==> src/hdl/lazy_range_flip_count_tree_macros.svh <==
// assertion macros shared by the tree block
`ifndef LAZY_RANGE_FLIP_COUNT_TREE_MACROS_SVH
`define LAZY_RANGE_FLIP_COUNT_TREE_MACROS_SVH
// implication checked on every clock edge outside reset
`define LRT_ASSERT_IMP(label, ante, cons, msg) \
    label: assert property (@(posedge clk) disable iff (!rst_n) (ante) |-> (cons)) \
        else $error(msg);
// implication checked in the cycle after the antecedent
`define LRT_ASSERT_NEXT(label, ante, cons, msg) \
    label: assert property (@(posedge clk) disable iff (!rst_n) (ante) |=> (cons)) \
        else $error(msg);
`endif

==> src/hdl/lrt_pkg.sv <==
// package: tags, operation codes and controller commands for the tree block
package lrt_pkg;
    localparam int OP_W = 3;
    localparam int IDX_W = 10;
    localparam int CNT_W = 11;

    typedef enum logic [2:0] {
        OP_LOAD = 3'd0,
        OP_SET = 3'd1,
        OP_CLR = 3'd2,
        OP_INV = 3'd3,
        OP_COUNT = 3'd4
    } op_t;

    typedef enum logic [1:0] {
        TAG_NONE = 2'd0,
        TAG_INV = 2'd1,
        TAG_CLR = 2'd2,
        TAG_SET = 2'd3
    } tag_t;

    // datapath command phases
    typedef enum logic [2:0] {
        PH_IDLE = 3'd0,
        PH_PUSH = 3'd1,
        PH_LOAD = 3'd2,
        PH_WALK = 3'd3,
        PH_FIX = 3'd4,
        PH_DONE = 3'd5
    } phase_t;

    typedef struct packed {
        logic start;
        phase_t phase;
        logic sel_hi;
    } dp_cmd_t;

    // clearing: memories still being zeroed after reset
    typedef struct packed {
        logic step_done;
        logic skip;
        logic is_count;
        logic is_load;
        logic clearing;
    } dp_stat_t;

    // tag composition: clear or set replaces, invert flips none/invert and clear/set
    function automatic tag_t tag_compose(tag_t old_t, tag_t nw);
        tag_t res;
        res = old_t;
        if (nw == TAG_CLR || nw == TAG_SET) res = nw;
        else if (nw == TAG_INV) res = tag_t'(old_t ^ 2'd1);
        return res;
    endfunction
endpackage

==> src/hdl/lrt_ctrl.sv <==
// controller: sequences push-down, load, range walk and path rebuild phases
module lrt_ctrl
    import lrt_pkg::*;
(
    input  logic     clk,
    input  logic     rst_n,
    input  logic     req_accept,
    input  logic     result_accept,
    input  dp_stat_t stat,
    output dp_cmd_t  cmd,
    output logic     busy,
    output logic     result_valid
);
`include "lazy_range_flip_count_tree_macros.svh"

    typedef enum logic [7:0] {
        S_IDLE = 8'b0000_0001,
        S_PUSH_LO = 8'b0000_0010,
        S_PUSH_HI = 8'b0000_0100,
        S_LOAD = 8'b0000_1000,
        S_WALK = 8'b0001_0000,
        S_FIX_LO = 8'b0010_0000,
        S_FIX_HI = 8'b0100_0000,
        S_OUT = 8'b1000_0000
    } state_t;

    state_t state_reg, state_next;

    // next state
    always_comb
    begin
        state_next = state_reg;
        unique case (state_reg)
            S_IDLE:
            begin
                if (req_accept) state_next = S_PUSH_LO;
            end
            S_PUSH_LO:
            begin
                if (stat.skip) state_next = stat.is_count ? S_OUT : S_IDLE;
                else if (stat.step_done) state_next = stat.is_load ? S_LOAD : S_PUSH_HI;
            end
            S_PUSH_HI:
            begin
                if (stat.step_done) state_next = S_WALK;
            end
            S_LOAD:
            begin
                state_next = S_FIX_LO;
            end
            S_WALK:
            begin
                if (stat.step_done) state_next = stat.is_count ? S_OUT : S_FIX_LO;
            end
            S_FIX_LO:
            begin
                if (stat.step_done) state_next = stat.is_load ? S_IDLE : S_FIX_HI;
            end
            S_FIX_HI:
            begin
                if (stat.step_done) state_next = S_IDLE;
            end
            S_OUT:
            begin
                if (result_accept) state_next = S_IDLE;
            end
            default: state_next = S_IDLE;
        endcase
    end

    // state register
    always_ff @(posedge clk or negedge rst_n)
    begin
        if (!rst_n) state_reg <= S_IDLE;
        else state_reg <= state_next;
    end

    // command decode
    always_comb
    begin
        cmd.start = (state_reg == S_IDLE) && req_accept;
        cmd.sel_hi = 1'b0;
        unique case (state_reg)
            S_PUSH_LO: cmd.phase = PH_PUSH;
            S_PUSH_HI:
            begin
                cmd.phase = PH_PUSH;
                cmd.sel_hi = 1'b1;
            end
            S_LOAD: cmd.phase = PH_LOAD;
            S_WALK: cmd.phase = PH_WALK;
            S_FIX_LO: cmd.phase = PH_FIX;
            S_FIX_HI:
            begin
                cmd.phase = PH_FIX;
                cmd.sel_hi = 1'b1;
            end
            S_OUT: cmd.phase = PH_DONE;
            default: cmd.phase = PH_IDLE;
        endcase
    end

    // no request is taken while the memories are being cleared
    assign busy = (state_reg != S_IDLE) || stat.clearing;
    assign result_valid = (state_reg == S_OUT);

    `LRT_ASSERT_IMP(a_onehot_state, 1'b1, $onehot(state_reg), "state not one-hot")
    `LRT_ASSERT_NEXT(a_out_holds, result_valid && !result_accept, result_valid,
        "result dropped before taken")
    `LRT_ASSERT_NEXT(a_start_leaves_idle, cmd.start, busy, "request not taken up")
endmodule

==> config.mk <==
export PLATFORM = sky130hd
export DESIGN_NAME = lrt_ctrl
export DESIGN_NICKNAME = d
export VERILOG_FILES = /design/src/hdl/lrt_pkg.sv /design/src/hdl/lrt_ctrl.sv
export VERILOG_INCLUDE_DIRS = /design/src /design/src/hdl
export SDC_FILE = /design/constraint.sdc
export NUM_CORES = 1
export LEC_CHECK = 0
export BUFFER_PORTS_ARGS = -buffer_cell sky130_fd_sc_hd__buf_2
export CAP_MARGIN = 20
export CORE_AREA = 10 10 47 49
export CTS_BUF_LIST = sky130_fd_sc_hd__clkbuf_8
export CTS_CLUSTER_DIAMETER = 100
export CTS_CLUSTER_SIZE = 25
export DETAILED_ROUTE_END_ITERATION = 10
export DIE_AREA = 0 0 57 59
export HOLD_SLACK_MARGIN = 0.12
export PLACE_DENSITY = 0.71
export SLEW_MARGIN = 20
export SYNTH_ARGS = -nofsm -noshare
export SYNTH_HDL_FRONTEND = slang
export SYNTH_SLANG_ARGS = --single-unit
==> constraint.sdc <==
create_clock -name clk -period 1.99 [get_ports clk]
set_clock_uncertainty 0.1 [all_clocks]
set_input_delay 0.398 -clock clk [delete_from_list [all_inputs] [get_ports clk]]
set_output_delay 0.398 -clock clk [all_outputs]
set_load 0.02 [all_outputs]
==> Word-level counts from Yosys, hierarchy flattened <==
Index checks and enable logic that the tools add are counted.
{ "totals": {"regBits": 8, "latchBits": 0, "memories": 0, "out_inout_bits": 7, "inputBits": 9, "ram_bits": 0, "romBits": 0, "word_cells": 38} }
{ "op_classes": {"div": 0, "n_eq_ne": 16, "order_cmp": 0, "mul": 0, "bitwise_logic": 0, "n_reduce_logical": 6, "shifts": 0, "mux": 15, "addsub": 0} }
{ "ops": {"columns": ["op", "n"], "rows": [
  ["$mux W8", 10],
  ["$pmux W8 S8", 1],
  ["$pmux W3 S5", 1],
  ["$ne A2 B2 Y1 const B", 6],
  ["$eq A8 B1 Y1 const B", 1],
  ["$eq A8 B2 Y1 const B", 1],
  ["$eq A8 B3 Y1 const B", 1],
  ["$eq A8 B4 Y1 const B", 1],
  ["$eq A8 B5 Y1 const B", 1],
  ["$eq A8 B6 Y1 const B", 1],
  ["$eq A8 B7 Y1 const B", 1],
  ["$eq A8 B8 Y1 const B", 1],
  ["$ne A8 B1 Y1 const B", 1],
  ["$mux W7", 1],
  ["$reduce_and A7 Y1", 1],
  ["$reduce_or A2 Y1", 3],
  ["$mux W4", 1],
  ["$ne A3 B3 Y1 const B", 1],
  ["$logic_and A1 B1 Y1", 1],
  ["$logic_or A1 B1 Y1", 1],
  ["$mux W1", 1]
]} }

==> Longest topological paths before layout <==
Gate-level depths: netlist of the first run.
{ "depth": {"word_depth": 4, "ltp_mapped": 5} }

==> Worst setup path before layout of the first run <==
Ideal clock, no wire load.
{ "synth_timing": {"path_type": "register to register", "start": "reg state_reg[1]", "end": "reg state_reg[4]", "path_slack_ps": -37, "synth_period_minus_slack_ps": 2027, "arrival_ps": 1799, "stages_incl_launch_ff": 6, "t_required_ps": 1762, "cell_sequence": "dfrtp_1 > or4_4 > nor4_2 > nor3_1 > o211ai_4 > mux2_1"} }
{ "synth_via": {"elab_chain_len": 3, "elab_cells_between_ends": 17} }
{ "synth_rtl": {"columns": ["element", "line", "rtl"], "rows": [
  ["start, declared", "lrt_ctrl.sv:27", "state_t state_reg, state_next;"],
  ["start signal, assigned", "lrt_ctrl.sv:75", "else state_reg <= state_next;"],
  ["$eq A8 B2 Y1 (tied with other cells)", "lrt_ctrl.sv:33", "unique case (state_reg)"],
  ["$ne A3 B3 Y1 (no line) / $ne A2 B2 Y1 (equally long branches)", null, null],
  ["$reduce_and A7 Y1 (no line)", null, null]
]} }
Parallel ways exist; a longest one is shown, timed or not.
A chain may end at the register's enable or synchronous reset.

==> Worst setup path in the final report of the first run <==
Same ends and word-level chain as after synthesis.

==> results_dict.tcl, run 1 <==
set metrics [dict create \
    outcome "finished with violations" \
    failed_checks "negative setup slack" \
    initial_core_util_pct 41.07 \
    die_y_microns 59 \
    yosysUniqueCellTypes 27 \
    worstSkewPairLatency_ns 0.23 \
    finalCritPeriodShare_pct 112.9 \
    num_vias 709 \
    holdPathEnd "state_reg[7]" \
    tightest_slew_ns 0.2638 \
    synth.yosys.seq_area_share_pct 35.00 \
    synth-edff-count 0 \
    p_int_uw 703.9 \
    leakage_nw 0.5225 \
    multi_input_area_sq_um 430.4 \
    p_sw_uw 399.8 \
    rows 14 \
    antenna_cells 0 \
    critPathSlowestCell "or4_4" \
    io_pins 16 \
    tritoncts "yes" \
    wl_per_cell_microns 17.66 \
    hp-class "in -> reg" \
    final_util_pct 73.48 \
    synth_ff_type "dfrtp_1" \
    core_sq_um 1401 \
    antenna_found_initial 0 \
    synth_area_leaders "dfrtp_1 30%, and4b_1 10%, nand4b_1 6.1%, mux2_1 5.9%, dfstp_2 4.6%" \
    ctsRootBufferMaster "clkbuf_8" \
    rr_endpoint "state_reg[4]" \
    rsz0062_at_grt "true" \
    cts_max_path_buffers 2 \
    synth.ff_latch_count 8 \
    synth_cells 59 \
    yosysMostFrequentCell "dfrtp_1" \
    pre_cts_ws_ns -0.1203 \
    yosys.area.top_type "dfrtp_1" \
    finalNetCount 116 \
    dp_hpwl_microns 1492 \
    max_stage_delay_ns 0.56 \
    route.detailed.drc 0 \
    clock-sinks 8 \
    reg2reg_depth 6 \
    drive_above_1_share_pct 59.43 \
    ant_nets 0 \
    path_cells "or4_4 > nor4_4 > buf_4 > nor3_2 > o211ai_4 > mux2_4" \
    maxSlewHeadroom_pct 82.29 \
    syn_area_sq_um 575.6 \
    synth_common_cells "7 x dfrtp_1, 6 x and4b_1, 5 x nor2_1, 4 x nand2_1, 4 x nand4b_1" \
    fillCellCount 103 \
    avgSynthCellArea_sq_um 9.755 \
    worstPathArrival_ns 2.26 \
    pwr-share-seq_pct 20.4 \
    timing.rr.start "state_reg[1]" \
    largest_reg_flops 8 \
    synth_top_area_share_pct 30.43 \
    synth_nets 68 \
    grt_overflow 0 \
    power_density_nw_per_um2 1072 \
    fmax_mhz 445.2 \
    crit_required_ns 2.00 \
    place_congestion 0.7719 \
    cp.buffers_inverters 1 \
    wl_microns 2154 \
    numCtsBuffers 3 \
    holdCritStartpoint "result_accept" \
    cts_max_level 1 \
    drv_slew 0 \
    yosys_warnings 0 \
    regToRegSetupSlack_ns -0.26 \
    numPortBuffers 15 \
    pwr-share-comb_pct 61.3 \
    grt_pass1_wl_microns 3263 \
    syn_to_final_growth_pct 78.91 \
    drtIter0Drc 10 \
    grt_start_max_net_pins 9 \
    setup_viol 11 \
    critical-path-top-delay-family "simple AND/OR/NAND/NOR gates" \
    grt_pass1_vias 727 \
    die_x_microns 57 \
    seq_area_sq_um 201.4 \
    final_hold_viol_count 0 \
    power.share.switching_pct 36.22 \
    worst_setup_path_start_kind "flip-flop" \
    fin_ws_ns -0.2564 \
    hold_depth 2 \
    grtUsageTotal_pct 12.09 \
    end_kind "flip-flop" \
    maxCapViolCount 0 \
    clock_power_share_pct 18.3 \
    viasPerCell 5.811 \
    worstSetupPathType "reg -> reg" \
    crit_path_max_fanout 5 \
    die_area_sq_um 3363 \
    layout_min_cycle_time_ns 2.246 \
    first_pass_iters 4 \
    ys_async_sr_fraction_pct 100.0 \
    clk_pin_slew_ns 0.04 \
    vdd_ir_drop_max_v 0.0008335 \
]
## final cells by class
class,count,share of cell area (%)
Sequential cell,8,19.56
Timing Repair Buffer,43,31.23
Clock inverter,1,0.3645
Tap cell,16,1.944
Inverter,3,1.094
Multi-Input combinational cell,48,41.80
Clock buffer,3,4.010
## kinds of logic (layout without fill, tap and decap cells)
kind of cell / Yosys count / count (layout) / synth area share (%)
mux: 3 / 3 / 5.869
flops: 8 / 8 / 35.00
xor+xnor: 1 / 1 / 1.522
buf+inv: 3 / 50 / 1.956
compound gates: 10 / 10 / 14.35
simple gates: 34 / 34 / 41.30
## power by group through the flow
| stage | Combinational [mW] | Clock (mW) | Sequential [mW] |
|---|---|---|---|
| after detailed placement | 0.508 | 0 | 0.221 |
| after floorplan | 0.264 | 0 | 0.228 |
| final | 0.677 | 0.202 | 0.225 |
| after global routing | 0.713 | 0.208 | 0.226 |
| after CTS | 0.602 | 0.205 | 0.221 |
| after global placement | 0.500 | 0 | 0.216 |
## stage by stage
stage                     area, sq um  power [mW]  std cells  setup TNS, ns  hold slack [ns]
after floorplan                 598.1      0.4919         59       -0.04349         0.002409
after global placement          843.3      0.7167        110        -0.1004           0.1449
after detailed placement        843.3      0.7288        110        -0.3557           0.1467
after CTS                       968.4       1.027        119         -1.657           0.2802
after global routing             1030       1.147        122         -2.626           0.2877
final                            1030       1.104        122         -2.105           0.2761
## cells in the final DEF (no fill, tap or decap), drive strengths merged
cell type | netlist | routed
or4 | 1 | 1
and3 | 1 | 1
nor2b | 2 | 2
dfstp | 1 | 1
o22a | 1 | 1
nand4b | 4 | 4
o22ai | 1 | 1
o31ai | 1 | 1
xnor2 | 1 | 1
or2 | 1 | 1
clkbuf | 0 | 3
o21ai | 2 | 2
nand2b | 2 | 2
nand2 | 4 | 4
buf | 0 | 42
nor2 | 5 | 5
nor3 | 3 | 3
nor4 | 3 | 3
inv | 3 | 4
mux2 | 3 | 3
dlygate4sd3 | 0 | 1
a21oi | 2 | 2
a32o | 1 | 1
dfrtp | 7 | 7
nand3b | 1 | 1
and2 | 1 | 1
and4b | 6 | 6
o211ai | 1 | 1
o32ai | 1 | 1
## what timing repair did
action	4_1_cts	5_1_grt
endpoints found under the setup margin	9	12
hold buffers	1	0
pin swaps	3	6
gates resized for setup	12	12
buffers inserted	4	3
hold endpoints to repair	7	0
## how the worst max path moves through the flow
stage / from / end / slack, ns / depth (start not counted)
floorplan: state_reg[1] / state_reg[4] / -0.02 / 5
global placement: state_reg[5] / state_reg[5] / -0.04 / 6
detailed placement: state_reg[1] / state_reg[4] / -0.12 / 5
CTS: state_reg[1] / state_reg[4] / -0.22 / 6
global route: state_reg[1] / state_reg[7] / -0.30 / 8
finish: state_reg[1] / state_reg[4] / -0.26 / 6
## layer usage
layer	part of all wire (%)	up-vias	track usage, %
li1	-	322	-
met1	40	342	13.29
met2	49	34	20.93
met3	6.5	11	1.931
met4	4.5	0	8.054
met5	0	-	0
(Power assumes the default switching activity.)
==> inputs of run 2 (changes only) <==
--- a/config.mk
+++ b/config.mk
@@ -16,6 +16,7 @@
 export DIE_AREA = 0 0 57 59
 export HOLD_SLACK_MARGIN = 0.12
 export PLACE_DENSITY = 0.71
+export SKIP_LAST_GASP = 1
 export SLEW_MARGIN = 20
 export SYNTH_ARGS = -nofsm -noshare
 export SYNTH_HDL_FRONTEND = slang
==> results_dict.tcl, run 2 (same netlist as run 1, synthesis figures left out) <==
set metrics [dict create \
    outcome "finished with violations" \
    failed_checks "negative setup slack" \
    layout_common_cells "27 x buf_4, 9 x buf_2, 7 x dfrtp_1" \
    grt_pass1_wl_microns 3249 \
    end_kind "flip-flop" \
    drive_above_1_share_pct 57.69 \
    largest_reg_flops 8 \
    layout_commonest_cell "buf_4" \
    place_congestion 0.7719 \
    tritoncts "yes" \
    vdd_ir_drop_max_v 0.0007438 \
    cts_max_path_buffers 2 \
    hp-class "in -> reg" \
    fin_tns_setup_ns -1.984 \
    worstPathArrival_ns 2.25 \
    clk_pin_slew_ns 0.04 \
    grt_overflow 0 \
    worst_setup_path_start_kind "flip-flop" \
    setup_viol 11 \
    leakage_nw 0.5101 \
    core_sq_um 1401 \
    max_stage_delay_ns 0.56 \
    grtUsageTotal_pct 12.04 \
    ctsRootBufferMaster "clkbuf_8" \
    die_x_microns 57 \
    num_vias 663 \
    p_sw_uw 375.9 \
    place_area_sq_um 843.3 \
    holdCritStartpoint "result_accept" \
    tightest_slew_ns 0.2649 \
    antenna_cells 0 \
    critPathSlowestCell "or4_4" \
    cp.buffers_inverters 1 \
    critical-path-top-delay-family "simple AND/OR/NAND/NOR gates" \
    initial_core_util_pct 41.07 \
    pwr-share-comb_pct 60.1 \
    stdcell_area_sq_um 1003 \
    holdPathEnd "state_reg[7]" \
    maxSlewHeadroom_pct 82.21 \
    met3_length_microns 109 \
    hold_depth 2 \
    viasPerCell 5.525 \
    timing.rr.start "state_reg[1]" \
    crit_path_max_fanout 5 \
    rsz0062_at_grt "true" \
    drtIter0Drc 10 \
    finalNetCount 114 \
    syn_to_final_growth_pct 74.35 \
    io_pins 16 \
    power.share.switching_pct 35.61 \
    wl_per_cell_microns 17.01 \
    clock-sinks 8 \
    antenna_found_initial 0 \
    layout_min_cycle_time_ns 2.236 \
    fmax_mhz 447.2 \
    regToRegSetupSlack_ns -0.25 \
    reg2reg_depth 6 \
    final_hold_viol_count 0 \
    rows 14 \
    clock_power_share_pct 18.9 \
    drv_slew 0 \
    grt_start_max_net_pins 9 \
    highest_layer "met4" \
    route.detailed.drc 0 \
    wl_met1_microns 817 \
    die_area_sq_um 3363 \
    fin_ws_ns -0.2461 \
    numCtsBuffers 3 \
    worstSetupPathType "reg -> reg" \
    die_y_microns 59 \
    dp_hpwl_microns 1492 \
    wl_microns 2041 \
    rr_endpoint "state_reg[4]" \
    power_density_nw_per_um2 1052 \
    wl_met2_microns 1078 \
    pwr-share-seq_pct 21.0 \
    path_cells "or4_4 > nor4_4 > buf_4 > nor3_2 > o211ai_4 > mux2_4" \
    crit_required_ns 2.00 \
    p_int_uw 679.6 \
    first_pass_iters 4 \
    maxCapViolCount 0 \
    numPortBuffers 15 \
    grt_pass1_vias 729 \
    critical_path_depth 6 \
    cts_max_level 1 \
    worstSkewPairLatency_ns 0.23 \
    ant_nets 0 \
    finalCritPeriodShare_pct 112.4 \
]
run 2: worst max-delay path by stage:
stage	from	end	slack (ns)
after global placement	state_reg[5]	state_reg[5]	-0.04
after floorplan	state_reg[1]	state_reg[4]	-0.02
final	state_reg[1]	state_reg[4]	-0.25
after global routing	state_reg[7]	cmd[1]	-0.31
after detailed placement	state_reg[1]	state_reg[4]	-0.12
after CTS	state_reg[5]	cmd[1]	-0.25
run 2: cell type report:
type	count	area [sq um]
Clock buffer	3	41.29
Clock inverter	1	3.754
Fill cell	103	397.9
Inverter	3	11.26
Multi-Input combinational cell	48	422.9
Sequential cell	8	201.4
Tap cell	16	20.02
Timing Repair Buffer	41	302.8
run 2: routing by layer:
metal	up-vias	track usage (%)
li1	322	-
met1	315	13.04
met2	22	21.09
met3	4	1.931
met4	0	8.054
met5	-	0
run 2: worst reg2reg max path: cells and delay by family (launching register included):
kind	cells	cell delay, ns
AO/OA/AOI/OAI	1	0.28
flip-flops	1	0.40
multiplexers	1	0.33
AND/OR/NAND/NOR	3	0.85
buffers and inverters	1	0.16
run 2: through the flow:
stage               cells  setup WS [ns]  hold WS, ns  utilization [%]  total power [mW]
floorplan              59       -0.02176     0.002409                -            0.4919
global placement      110       -0.03907       0.1449            60.18            0.7167
detailed placement    110        -0.1203       0.1467            60.18            0.7288
CTS                   119        -0.2492       0.2779            68.21             1.003
global route          120        -0.3061       0.2869            71.61             1.105
finish                120        -0.2461       0.2801            71.61             1.055
run 2: power groups by stage:
stage | clock, mW | sequential, mW | combinational (mW)
after global placement | 0 | 0.216 | 0.500
after CTS | 0.205 | 0.221 | 0.577
after global routing | 0.208 | 0.227 | 0.671
after floorplan | 0 | 0.228 | 0.264
final | 0.199 | 0.222 | 0.634
after detailed placement | 0 | 0.221 | 0.508
run 2: what timing repair did:
item,CTS,global route
endpoints found under the hold margin,7,0
pin swaps,3,4
resized for setup,7,13
buffers inserted,4,1
hold buffers,1,0
endpoints found under the setup margin,9,12
==> inputs of run 3 (changes only) <==
--- a/config.mk
+++ b/config.mk
@@ -6,14 +6,16 @@
 export SDC_FILE = /design/constraint.sdc
 export NUM_CORES = 1
 export LEC_CHECK = 0
+export ABC_AREA = 1
 export BUFFER_PORTS_ARGS = -buffer_cell sky130_fd_sc_hd__buf_2
 export CAP_MARGIN = 20
-export CORE_AREA = 10 10 47 49
+export CORE_ASPECT_RATIO = 0.9
+export CORE_MARGIN = 10
+export CORE_UTILIZATION = 45
 export CTS_BUF_LIST = sky130_fd_sc_hd__clkbuf_8
 export CTS_CLUSTER_DIAMETER = 100
 export CTS_CLUSTER_SIZE = 25
 export DETAILED_ROUTE_END_ITERATION = 10
-export DIE_AREA = 0 0 57 59
 export HOLD_SLACK_MARGIN = 0.12
 export PLACE_DENSITY = 0.71
 export SKIP_LAST_GASP = 1
==> results_dict.tcl, run 3 <==
set metrics [dict create \
    antenna_found_initial 0 \
    setup_viol 1 \
    fmax_mhz 502.2 \
    ys_async_sr_fraction_pct 100.0 \
    cts_max_path_buffers 2 \
    p_sw_uw 482.8 \
    drtIter0Drc 35 \
    ant_nets 0 \
    grtUsageTotal_pct 10.44 \
    numCtsBuffers 3 \
    yosysUniqueCellTypes 19 \
    hp-class "in -> reg" \
    clock_power_share_pct 19.7 \
    timing.rr.start "state_reg[5]" \
    initial_core_util_pct 49.16 \
    power_density_nw_per_um2 1052 \
    critPathSlowestCell "dfrtp_1" \
    grt_pass1_vias 707 \
    grt_start_max_net_pins 9 \
    synth_ff_type "dfrtp_1" \
    maxCapViolCount 0 \
    wl_per_cell_microns 12.14 \
    power.share.switching_pct 46.05 \
    cp.buffers_inverters 2 \
    worst_setup_path_start_kind "flip-flop" \
    viasPerCell 4.737 \
    largest_reg_flops 8 \
    p_int_uw 565.8 \
    final_util_pct 66.64 \
    crit_path_max_fanout 5 \
    die_area_sq_um 3655 \
    ctsRootBufferMaster "clkbuf_8" \
    tritoncts "yes" \
    holdCritStartpoint "stat[1]" \
    io_pins 16 \
    first_pass_iters 4 \
    avgSynthCellArea_sq_um 6.235 \
    pwr-share-seq_pct 21.9 \
    synth_adder_area_share_pct 0 \
    clk_pin_slew_ns 0.04 \
    synth_common_cells "32 x nand2_1, 20 x inv_1, 18 x nor2_1, 12 x nand3_1, 7 x dfrtp_1" \
    place_area_sq_um 838.3 \
    yosys.area_share.simple_pct 56.29 \
    rows 13 \
    finalNetCount 155 \
    dp_hpwl_microns 1414 \
    synth_top_area_share_pct 23.81 \
    worstPathArrival_ns 1.49 \
    grt_pass1_wl_microns 3091 \
    grt_overflow 0 \
    cts_max_level 1 \
    layout_common_cells "31 x nand2_1, 20 x inv_1, 14 x nor2_1" \
    outcome "finished with violations" \
    failed_checks "negative setup slack" \
    layout_commonest_cell "nand2_1" \
    final_hold_viol_count 0 \
    finalNonFillerCells 167 \
    critPathLaunch "state_reg[5]" \
    synth_nets 127 \
    antenna_cells 0 \
    synth.ff_latch_count 8 \
    worstSetupPathType "reg -> out" \
    clock-sinks 8 \
    holdPathEnd "state_reg[3]" \
    synth_area_leaders "dfrtp_1 24%, nand2_1 16%, inv_1 10%, nor2_1 9.2%, nand3_1 8.2%" \
    synth-xor-area-share_pct 0 \
    layout_min_cycle_time_ns 1.991 \
    yosys.area.top_type "dfrtp_1" \
    end_kind "primary output" \
    rr_endpoint "state_reg[7]" \
    drive_above_1_share_pct 39.31 \
    place_congestion 0.8660 \
    rsz0062_at_grt "true" \
    leakage_nw 0.5920 \
    drv_slew 0 \
    fin_ws_ns -0.001196 \
    crit_required_ns 1.49 \
    synthMuxAreaShare_pct 0 \
    synth_cells 118 \
    route.detailed.drc 0 \
    die_x_microns 62.62 \
    max_stage_delay_ns 0.42 \
    core_sq_um 1496 \
    maxSlewHeadroom_pct 87.61 \
    yosys_warnings 0 \
    critical-path-top-delay-family "simple AND/OR/NAND/NOR gates" \
    syn_to_final_growth_pct 35.54 \
    stdcell_area_sq_um 997.2 \
    path_cells "nor2_2 > nand2_4 > nor2_4 > inv_2 > or2_4 > buf_6" \
    whs_ns 0.3288 \
    tightest_slew_ns 0.1839 \
    pwr-share-comb_pct 58.5 \
    num_vias 791 \
    hold_depth 3 \
    synth.yosys.seq_area_share_pct 27.38 \
    regToRegSetupSlack_ns 0.43 \
    synth-compound-area-share_pct 3.912 \
    dpl.cell_count 155 \
    synth-edff-count 0 \
    power_mw 1.049 \
    yosysMostFrequentCell "nand2_1" \
    vdd_ir_drop_max_v 0.0007235 \
    finalCritPeriodShare_pct 100.1 \
    synth_top_family_by_area "simple AND/OR/NAND/NOR gates" \
    wl_microns 2028 \
    numPortBuffers 15 \
    reg2reg_depth 11 \
    worstSkewPairLatency_ns 0.23 \
    syn_area_sq_um 735.7 \
    die_y_microns 58.36 \
]
-- run 3: changes by cell type after synthesis, sizes merged, moves of 3 or more --
cell,previous run,this run
mux2,3,0
nand2,4,38
and4b,6,0
nand3,0,14
nor4,3,0
nor3,3,0
nand4b,4,0
inv,3,23
nor2,5,27
-- run 3: power groups by stage --
stage	registers [mW]	logic (mW)	clock network, mW
2_1_floorplan	0.226	0.388	0
3_3_place_gp	0.229	0.479	0
3_5_place_dp	0.230	0.487	0
4_1_cts	0.230	0.551	0.210
5_1_grt	0.232	0.682	0.217
6_report	0.230	0.613	0.206
-- run 3: worst register-to-register path, stage by stage, from the launching register on --
cell and delay, ns:
dfrtp_1 0.42, nor2_2 0.18, nand2_4 0.11, buf_4 0.16, inv_2 0.04, nand3_2 0.06
nand2_1 0.14, inv_1 0.05, nand2_1 0.05, nor2_1 0.05, nand2_1 0.05, nand2_1 0.04
-- run 3: cells by family (layout without fill, tap and decap cells) --
| family | count (synthesis) | count (layout) |
|---|---|---|
| AO/OA/AOI/OAI | 5 | 5 |
| buffers and inverters | 24 | 51 |
| flip-flops | 8 | 8 |
| AND/OR/NAND/NOR | 81 | 81 |
-- run 3: layout make-up --
type	instances	area [sq um]
fillers	143	499.2
clock buffers	3	41.29
well taps	22	27.53
flip-flops and latches	8	201.4
repair buffers	23	146.4
inverters	24	93.84
multi-input cells	86	483.0
clock inverters	1	3.754
-- run 3: timing repair --
| item | in CTS | in global routing |
|---|---|---|
| endpoints found under the hold margin | 7 | 0 |
| setup endpoints to repair | 2 | 5 |
| pin swaps | 6 | 7 |
| hold buffers | 1 | 0 |
| buffers inserted | 3 | 4 |
| gates resized for setup | 6 | 10 |
| gates cloned | 0 | 0 |
-- run 3: worst max path at each step --
stage / to / slack [ns] / cells after the start
floorplan: busy / 0.33 / 5
global placement: busy / 0.20 / 6
detailed placement: busy / 0.16 / 6
CTS: busy / -0.01 / 6
global route: busy / -0.07 / 6
finish: busy / -0.001 / 6
-- run 3: per-layer routing --
metal	track usage (%)	wire, microns
met2	16.52	949
met1	12.59	905
met3	4.348	149
met5	0	0
met4	3.503	23
-- run 3: metrics by stage --
step / setup WS (ns) / TNS, ns
floorplan: 0.3282 / 0
global placement: 0.1961 / 0
detailed placement: 0.1641 / 0
CTS: -0.01410 / -0.01410
global route: -0.07368 / -0.1367
finish: -0.001196 / -0.001196
